===== config.mk =====
export PLATFORM = sky130hd
export DESIGN_NAME = twiddle_pid_gain_tuner
export DESIGN_NICKNAME = d
export VERILOG_FILES = /design/src/twp_pkg.sv /design/src/twp_search.sv /design/src/twp_step_scale.sv /design/src/twiddle_pid_gain_tuner.sv
export VERILOG_INCLUDE_DIRS = /design/src /design/src/src
export SDC_FILE = /design/constraint.sdc
export NUM_CORES = 2
export LEC_CHECK = 0
export BUFFER_PORTS_ARGS = -buffer_cell sky130_fd_sc_hd__buf_2
export CORE_ASPECT_RATIO = 0.75
export CORE_UTILIZATION = 40
export CTS_BUF_LIST = sky130_fd_sc_hd__clkbuf_16
export DETAILED_ROUTE_END_ITERATION = 7
export SLEW_MARGIN = 20
export SYNTH_ARGS = -nofsm -noshare
export SYNTH_HDL_FRONTEND = slang
export SYNTH_HIERARCHICAL = 1
export SYNTH_SLANG_ARGS = --single-unit

===== constraint.sdc =====
create_clock -name clk -period 15.3 [get_ports clk]
set_clock_uncertainty 0.2 [all_clocks]
set_input_delay 3.825 -clock clk [delete_from_list [all_inputs] [get_ports clk]]
set_output_delay 3.825 -clock clk [all_outputs]
set_load 0.02 [all_outputs]

===== src/twiddle_pid_gain_tuner_defines.svh =====
// assertion macros for the twiddle gain tuner
// used by the top level only, no other dependencies
`ifndef TWIDDLE_PID_GAIN_TUNER_DEFINES_SVH
`define TWIDDLE_PID_GAIN_TUNER_DEFINES_SVH

// condition must hold in the same cycle
`define TWP_ASSERT_IMPL(label, clk, rst_n, ante, cons) \
	label: assert property (@(posedge clk) disable iff (!rst_n) (ante) |-> (cons)) \
		else $error("twiddle tuner check failed");

// condition must hold in the next cycle
`define TWP_ASSERT_NEXT(label, clk, rst_n, ante, cons) \
	label: assert property (@(posedge clk) disable iff (!rst_n) (ante) |=> (cons)) \
		else $error("twiddle tuner check failed");

`endif


===== src/twp_pkg.sv =====
// shared types, register indexes and constants of the twiddle gain tuner
// no dependencies
package twp_pkg;

	localparam int NUM_GAINS = 3;
	localparam int GAIN_W    = 32;
	localparam int STEP_W    = 31;
	localparam int NUM_W     = 35;
	localparam int IDX_W     = 2;
	localparam int CFG_IDX_W = 3;

	// step scaling: (step * mul + 5) / 10
	localparam int GROW_MUL   = 11;
	localparam int SHRINK_MUL = 9;
	localparam int ROUND_ADD  = 5;

	typedef logic signed [GAIN_W-1:0] gain_t;
	typedef logic [STEP_W-1:0]        step_t;
	typedef logic [IDX_W-1:0]         gidx_t;
	typedef logic [NUM_W-1:0]         num_t;

	typedef gain_t gain_arr_t [NUM_GAINS];
	typedef step_t step_arr_t [NUM_GAINS];

	localparam gidx_t IDX_LAST = gidx_t'(NUM_GAINS - 1);

	typedef enum logic [2:0] {
		PH_ADD   = 3'b001,
		PH_PLUS  = 3'b010,
		PH_MINUS = 3'b100
	} phase_t;

	typedef enum logic [CFG_IDX_W-1:0] {
		CFG_GAIN_P = 3'd0,
		CFG_GAIN_I = 3'd1,
		CFG_GAIN_D = 3'd2,
		CFG_STEP_P = 3'd3,
		CFG_STEP_I = 3'd4,
		CFG_STEP_D = 3'd5,
		CFG_TOL    = 3'd6
	} cfg_reg_t;

	localparam gain_t RST_GAIN_P = -32'sd131072;
	localparam gain_t RST_GAIN_I = 32'sd0;
	localparam gain_t RST_GAIN_D = 32'sd0;
	localparam step_t RST_STEP_P = 31'd65536;
	localparam step_t RST_STEP_I = 31'd6554;
	localparam step_t RST_STEP_D = 31'd6554;
	localparam step_t RST_TOL    = 31'd66;

	typedef struct packed {
		logic  en;
		gidx_t idx;
		num_t  num;
	} scale_req_t;

	typedef struct packed {
		logic   started;
		phase_t phase;
		gidx_t  idx;
	} search_stat_t;

endpackage


===== src/twp_search.sv =====
// search state of the tuner: gains, best error, tuned index and phase
// depends on twp_pkg
module twp_search (
	input  logic                 clk,
	input  logic                 arst_n,
	input  logic                 fire,
	input  twp_pkg::gain_t       err,
	input  twp_pkg::gain_arr_t   cfg_gain,
	input  twp_pkg::step_arr_t   steps,
	output twp_pkg::gain_arr_t   gains_nxt,
	output twp_pkg::gain_t       best_nxt,
	output twp_pkg::scale_req_t  sreq,
	output twp_pkg::search_stat_t stat
);
	import twp_pkg::*;

	typedef logic signed [GAIN_W+1:0] wide_t;

	gain_arr_t gains_q;
	gain_t     best_q;
	gidx_t     idx_q;
	phase_t    phase_q;
	logic      started_q;

	gain_arr_t gains_n;
	gain_t     best_n;
	gidx_t     idx_n;
	phase_t    phase_n;
	logic      started_n;
	gidx_t     idx_inc;
	gidx_t     k;
	gain_t     g;
	step_t     s;
	gain_t     g_plus;
	gain_t     g_minus2;
	logic      better;
	logic      grow;

	// magnitude, most negative value saturates
	function automatic step_t mag(input gain_t v);
		logic [GAIN_W-1:0] neg;
		neg = -v;
		if (!v[GAIN_W-1])
			return v[STEP_W-1:0];
		else if (neg[GAIN_W-1])
			return '1;
		else
			return neg[STEP_W-1:0];
	endfunction

	function automatic gain_t sat(input wide_t v);
		if (v[GAIN_W+1:GAIN_W-1] == '0 || v[GAIN_W+1:GAIN_W-1] == '1)
			return v[GAIN_W-1:0];
		else if (v[GAIN_W+1])
			return {1'b1, {(GAIN_W-1){1'b0}}};
		else
			return {1'b0, {(GAIN_W-1){1'b1}}};
	endfunction

	assign k        = idx_q;
	assign g        = gains_q[k];
	assign s        = steps[k];
	assign g_plus   = sat(wide_t'(g) + wide_t'({1'b0, s}));
	assign g_minus2 = sat(wide_t'(g) - wide_t'({s, 1'b0}));
	assign better   = mag(err) < mag(best_q);
	assign idx_inc  = (idx_q == IDX_LAST) ? '0 : idx_q + 1'b1;

	always_comb begin
		gains_n   = gains_q;
		best_n    = best_q;
		idx_n     = idx_q;
		phase_n   = phase_q;
		started_n = started_q;
		grow      = 1'b0;
		sreq.en   = 1'b0;
		if (!started_q) begin
			gains_n   = cfg_gain;
			best_n    = err;
			idx_n     = '0;
			phase_n   = PH_ADD;
			started_n = 1'b1;
		end else begin
			unique case (phase_q)
				PH_ADD: begin
					gains_n[k] = g_plus;
					phase_n    = PH_PLUS;
				end
				PH_PLUS, PH_MINUS: begin
					priority if (better) begin
						best_n  = err;
						grow    = 1'b1;
						sreq.en = 1'b1;
						idx_n   = idx_inc;
						phase_n = PH_ADD;
					end else if (phase_q == PH_PLUS) begin
						gains_n[k] = g_minus2;
						phase_n    = PH_MINUS;
					end else begin
						// neither direction helped: put the gain back
						gains_n[k] = g_plus;
						sreq.en    = 1'b1;
						idx_n      = idx_inc;
						phase_n    = PH_ADD;
					end
				end
				default: phase_n = PH_ADD;
			endcase
		end
		sreq.idx = k;
		// step times 9, or 11 when growing, plus rounding, by shift and add
		sreq.num = (num_t'(s) << 3) + num_t'(s) + (grow ? (num_t'(s) << 1) : '0)
			+ num_t'(ROUND_ADD);
	end

	assign gains_nxt = gains_n;
	assign best_nxt  = best_n;
	assign stat      = '{started: started_q, phase: phase_q, idx: idx_q};

	always_ff @(posedge clk or negedge arst_n) begin
		if (!arst_n) begin
			gains_q   <= '{default: '0};
			best_q    <= '0;
			idx_q     <= '0;
			phase_q   <= PH_ADD;
			started_q <= 1'b0;
		end else if (fire) begin
			gains_q   <= gains_n;
			best_q    <= best_n;
			idx_q     <= idx_n;
			phase_q   <= phase_n;
			started_q <= started_n;
		end
	end

endmodule


===== src/twp_step_scale.sv =====
// divide-by-ten of the scaled step numerator with saturation to 31 bits
// depends on twp_pkg
module twp_step_scale (
	input  twp_pkg::num_t  num,
	output twp_pkg::step_t step
);
	import twp_pkg::*;

	localparam int SPLIT    = 17;
	localparam int Y_W      = NUM_W - 1;
	localparam int YH_W     = Y_W - SPLIT;
	localparam int V_W      = SPLIT + 2;
	localparam int RECIP_SH = 21;
	localparam int RECIP5   = ((1 << RECIP_SH) + 4) / 5;
	localparam int HI_MUL   = (1 << SPLIT) / 5;
	localparam int P_W      = 2 * V_W;

	logic [Y_W-1:0]    y;
	logic [YH_W-1:0]   yh;
	logic [SPLIT-1:0]  yl;
	logic [V_W-1:0]    v;
	logic [P_W-1:0]    prod_lo;
	logic [GAIN_W-1:0] prod_hi;
	logic [GAIN_W-1:0] q;

	// x/10 = (x>>1)/5; split so 2^17 = 5*26214 + 2 folds into the low part
	assign y       = num[NUM_W-1:1];
	assign yh      = y[Y_W-1:SPLIT];
	assign yl      = y[SPLIT-1:0];
	assign v       = V_W'({yh, 1'b0}) + V_W'(yl);
	assign prod_lo = P_W'(v) * P_W'(RECIP5);
	assign prod_hi = GAIN_W'(yh) * GAIN_W'(HI_MUL);
	assign q       = prod_hi + GAIN_W'(prod_lo[P_W-1:RECIP_SH]);
	assign step    = q[GAIN_W-1] ? '1 : q[STEP_W-1:0];

endmodule


===== src/twiddle_pid_gain_tuner.sv =====
// top level of the twiddle gain tuner: config registers, pipeline, step store
// depends on twp_pkg, twp_search, twp_step_scale and the defines header
//
// Usage: write the starting gains, steps and tolerance on the config channel
// (index 0..6, always ready) while the block is idle. Each trial_error transfer
// on the input channel yields one result transfer carrying the gains for the
// next trial, the best error so far and the finished flag. The first item after
// reset loads gains and steps from the config registers.
// Path: an item passes the input register, the search update, the step
// division and the step sum compare into the output register, in that order.
// Throughput: one item per cycle sustained; every stage moves on its own, so
// inputs keep flowing while a result waits, until the pipeline fills.
// Stall: with out_ready low the result holds and upstream stages fill in turn;
// in_ready drops once all four stages are occupied.
// Reset: clears the pipeline, the search state and steps to zero and loads the
// config registers with their default values.
`include "twiddle_pid_gain_tuner_defines.svh"

module twiddle_pid_gain_tuner (
	input  logic                          clk,
	input  logic                          arst_n,
	input  logic                          in_valid,
	output logic                          in_ready,
	input  twp_pkg::gain_t                trial_error,
	output logic                          out_valid,
	input  logic                          out_ready,
	output twp_pkg::gain_t                gain_p,
	output twp_pkg::gain_t                gain_i,
	output twp_pkg::gain_t                gain_d,
	output twp_pkg::gain_t                best_error,
	output logic                          finished,
	input  logic                          cfg_valid,
	output logic                          cfg_ready,
	input  logic [twp_pkg::CFG_IDX_W-1:0] cfg_index,
	input  logic [twp_pkg::GAIN_W-1:0]    cfg_data
);
	import twp_pkg::*;

	gain_arr_t    cfg_gain_q;
	step_arr_t    cfg_step_q;
	step_t        tol_q;
	step_arr_t    steps_q;

	logic         v_s1, v_s2, v_s3;
	gain_t        err_s1;
	gain_arr_t    gains_s2, gains_s3;
	gain_t        best_s2, best_s3;
	scale_req_t   sreq_s2;

	logic         out_valid_q;
	gain_arr_t    out_gain_q;
	gain_t        out_best_q;
	logic         finished_q;

	logic         en1, en2, en3, en_out;
	logic         fire1, fire2, fire3;
	gain_arr_t    gains_nxt;
	gain_t        best_nxt;
	scale_req_t   sreq;
	search_stat_t stat;
	step_t        step_new;
	logic [STEP_W+1:0] step_sum;

	assign en_out = !out_valid_q || out_ready;
	assign en3    = !v_s3 || en_out;
	assign en2    = !v_s2 || en3;
	assign en1    = !v_s1 || en2;
	assign fire1  = v_s1 && en2;
	assign fire2  = v_s2 && en3;
	assign fire3  = v_s3 && en_out;

	assign in_ready  = en1;
	assign cfg_ready = 1'b1;

	// config registers
	always_ff @(posedge clk or negedge arst_n) begin
		if (!arst_n) begin
			cfg_gain_q <= '{RST_GAIN_P, RST_GAIN_I, RST_GAIN_D};
			cfg_step_q <= '{RST_STEP_P, RST_STEP_I, RST_STEP_D};
			tol_q      <= RST_TOL;
		end else if (cfg_valid) begin
			unique case (cfg_reg_t'(cfg_index))
				CFG_GAIN_P: cfg_gain_q[0] <= cfg_data;
				CFG_GAIN_I: cfg_gain_q[1] <= cfg_data;
				CFG_GAIN_D: cfg_gain_q[2] <= cfg_data;
				CFG_STEP_P: cfg_step_q[0] <= cfg_data[STEP_W-1:0];
				CFG_STEP_I: cfg_step_q[1] <= cfg_data[STEP_W-1:0];
				CFG_STEP_D: cfg_step_q[2] <= cfg_data[STEP_W-1:0];
				CFG_TOL:    tol_q         <= cfg_data[STEP_W-1:0];
				default: ;
			endcase
		end
	end

	twp_search u_search (
		.clk       (clk),
		.arst_n    (arst_n),
		.fire      (fire1),
		.err       (err_s1),
		.cfg_gain  (cfg_gain_q),
		.steps     (steps_q),
		.gains_nxt (gains_nxt),
		.best_nxt  (best_nxt),
		.sreq      (sreq),
		.stat      (stat)
	);

	twp_step_scale u_step_scale (
		.num  (sreq_s2.num),
		.step (step_new)
	);

	// steps: loaded on the first item, rescaled one stage after the decision;
	// the next item always works on another index, so the late write is safe
	always_ff @(posedge clk or negedge arst_n) begin
		if (!arst_n) begin
			steps_q <= '{default: '0};
		end else if (fire1 && !stat.started) begin
			steps_q <= cfg_step_q;
		end else if (fire2 && sreq_s2.en) begin
			steps_q[sreq_s2.idx] <= step_new;
		end
	end

	// pipeline valid bits
	always_ff @(posedge clk or negedge arst_n) begin
		if (!arst_n) begin
			v_s1        <= 1'b0;
			v_s2        <= 1'b0;
			v_s3        <= 1'b0;
			out_valid_q <= 1'b0;
		end else begin
			if (en1)
				v_s1 <= in_valid;
			if (en2)
				v_s2 <= v_s1;
			if (en3)
				v_s3 <= v_s2;
			if (en_out)
				out_valid_q <= v_s3;
		end
	end

	always_comb begin
		step_sum = '0;
		for (int i = 0; i < NUM_GAINS; i++)
			step_sum = step_sum + (STEP_W+2)'(steps_q[i]);
	end

	// pipeline payload
	always_ff @(posedge clk) begin
		if (in_valid && en1)
			err_s1 <= trial_error;
		if (fire1) begin
			gains_s2 <= gains_nxt;
			best_s2  <= best_nxt;
			sreq_s2  <= sreq;
		end
		if (fire2) begin
			gains_s3 <= gains_s2;
			best_s3  <= best_s2;
		end
		if (fire3) begin
			out_gain_q <= gains_s3;
			out_best_q <= best_s3;
			finished_q <= step_sum < (STEP_W+2)'(tol_q);
		end
	end

	assign out_valid  = out_valid_q;
	assign gain_p     = out_gain_q[0];
	assign gain_i     = out_gain_q[1];
	assign gain_d     = out_gain_q[2];
	assign best_error = out_best_q;
	assign finished   = finished_q;

	`TWP_ASSERT_IMPL(a_idx_range, clk, arst_n, 1'b1, stat.idx <= IDX_LAST)
	`TWP_ASSERT_IMPL(a_scale_idx, clk, arst_n, v_s2 && sreq_s2.en, sreq_s2.idx != stat.idx)
	`TWP_ASSERT_NEXT(a_start_load, clk, arst_n, fire1, stat.started)
	`TWP_ASSERT_IMPL(a_out_started, clk, arst_n, out_valid_q, stat.started)

endmodule

==> flow_summary.toml <==
[routing]
dr.pass1.iters = 7
remaining_drc_errors = 0
avgViaCountPerCell = 5.97
wl_per_cell_um = 25.7
vias = 47917
drt-initial-drc-count = 5765
drtAntennaViolNets = 0
wl_mm = 206

[clocking]
clkTransAtPathRegs_ns = 0.06
postCtsHoldBufs = 0
cts_root_buffer = "clkbuf_16"
cts.sinks = 905
cts_buffers = 86
cts_setup_buffers = 0
cts-htree-levels = 3
clk_path_buf_depth = 3
cts-resized-gates = 0
clkLatencyLatePin_ns = 0.72
cts_tree = "built"

[synthesis]
netlist_area_um2 = 62200
yosys_warnings = 6
syn_nets = 6656
syn_area_per_cell_um2 = 10.7
syn_inst = 5810

[hold_path]
holdCritStartpoint = "best_s3[14]"
hold_depth = 0
hp-class = "reg -> reg"
min_to = "best_error[14]"

[status]
status = "finished clean"

[setup_path]
cp_slowest_stage_delay_ns = 0.74
reg2reg_from = "sreq_s2[18]"
cp-end-kind = "flip-flop"
criticalPathCategory = "reg -> reg"
path_common_cell = "fa_1"
reg2reg_slack_ns = 1.50
ff2ff_path_depth = 44
crit_required_ns = 15.72
crit_arrival_ns = 14.22
path_max_fanout = 31
crit_slowest_cell = "o41ai_1"
rr_endpoint = "steps_q[62]"
startpoint_type = "flip-flop"

[placement]
gp_congestion = 0.995
preCtsSetupSlack_ns = 1.74
hpwlAfterDp_mm = 156
io_buffers = 202

[global_routing]
grt_start_max_net_pins = 131
grt_pass1_wl_mm = 304
grt_pass1_vias = 45618
grt_use_total_pct = 25.9
grt.overflow.total = 0
antenna_found_initial = 17

[floorplanning]
die_w_um = 457
die_h_um = 343
rows = 124
start_util_pct = 40.6
core_um2 = 153000
die-area_um2 = 157000
io_pins = 204

[timing]
setup_viol = 0
rsz0062_at_grt = "false"
final-max-slew-violation-count = 0
tightest_slew_ns = 1.38
slew_headroom_pct = 7.44
timing.fmax_ghz = 0.0725
post-route-period-util_pct = 90.2
setup-tns-final_ns = 0
min_period_ns = 13.80
finalHoldViolations = 0
fin_ws_ns = 1.50

[finish]
drive_gt1_share_pct = 14.7
final_nets = 6777
area_growth_pct = 9.86
fillCellCount = 14373

[job]
maxCapViolations = 0
==> critical path: cells and delay by family, from the launching register on <==
| kind | cells | cell delay [ns] |
|---|---|---|
| AND/OR/NAND/NOR | 2 | 0.65 |
| XOR/XNOR | 2 | 0.28 |
| flip-flops | 1 | 0.54 |
| AO/OA/AOI/OAI | 24 | 7.31 |
| adder cells (fa/ha/maj) | 10 | 4.28 |
| multiplexers | 1 | 0.14 |
| buffers and inverters | 5 | 0.29 |
==> worst max-delay path by stage <==
stage,from,end,slack [ns],depth (start not counted)
6_report,sreq_s2[18],steps_q[62],1.50,44
5_1_grt,sreq_s2[18],steps_q[31],0.86,44
4_1_cts,sreq_s2[18],steps_q[62],1.69,44
3_5_place_dp,sreq_s2[18],steps_q[62],1.74,44
3_3_place_gp,sreq_s2[18],steps_q[0],1.92,44
2_1_floorplan,sreq_s2[18],steps_q[70],4.12,45
==> layout make-up <==
| class | count | area, um^2 | share of cell area [%] |
|---|---|---|---|
| repair buffers | 281 | 1640 | 2.40 |
| clock inverters | 73 | 661 | 0.967 |
| flip-flops and latches | 905 | 25000 | 36.6 |
| well taps | 2016 | 2520 | 3.69 |
| inverters | 474 | 1780 | 2.61 |
| clock buffers | 89 | 2230 | 3.26 |
| multi-input cells | 4183 | 34500 | 50.5 |
| diodes | 5 | 12.5 | 0.0183 |
==> placed cells by master (no fill, tap or decap), types with 201 or more instances in the layout <==
master,count
edfxtp_1,454
ha_1,502
dfrtp_1,415
nand2_1,414
fa_1,272
o21ai_0,346
a21oi_1,330
nor2_1,368
inv_1,489
buf_2,201
mux2_2,326
==> per-layer routing <==
| layer | wire, um | track usage [%] |
|---|---|---|
| met1 | 99900 | 41.2 |
| met2 | 79600 | 34.5 |
| met3 | 21100 | 6.18 |
| met4 | 5400 | 6.35 |
| met5 | 92 | 0 |
==> per-stage QoR <==
| stage | hold slack, ns | instances | util [%] | cell area, um^2 |
|---|---|---|---|---|
| 6_report | 0.213 | 8026 | 44.5 | 68300 |
| 4_1_cts | 0.216 | 8021 | 44.5 | 68300 |
| 3_5_place_dp | 0.205 | 7859 | 42.7 | 65400 |
| 2_1_floorplan | 0.200 | 5810 | - | 62200 |
| 3_3_place_gp | 0.201 | 7859 | 42.7 | 65400 |
| 5_1_grt | 0.217 | 8021 | 44.5 | 68300 |
==> registers in the layout, summed over array words and instances, names as in the netlist, 37 cells and up <==
name / flops
sreq_s2: 37
cfg_gain_q: 96
cfg_step_q: 93
u_search/gains_q: 96
gains_s3: 96
steps_q: 93
gains_s2: 96
Power is not shown: default switching activity piles up to over one toggle a cycle in this logic, so the estimate is an artifact.
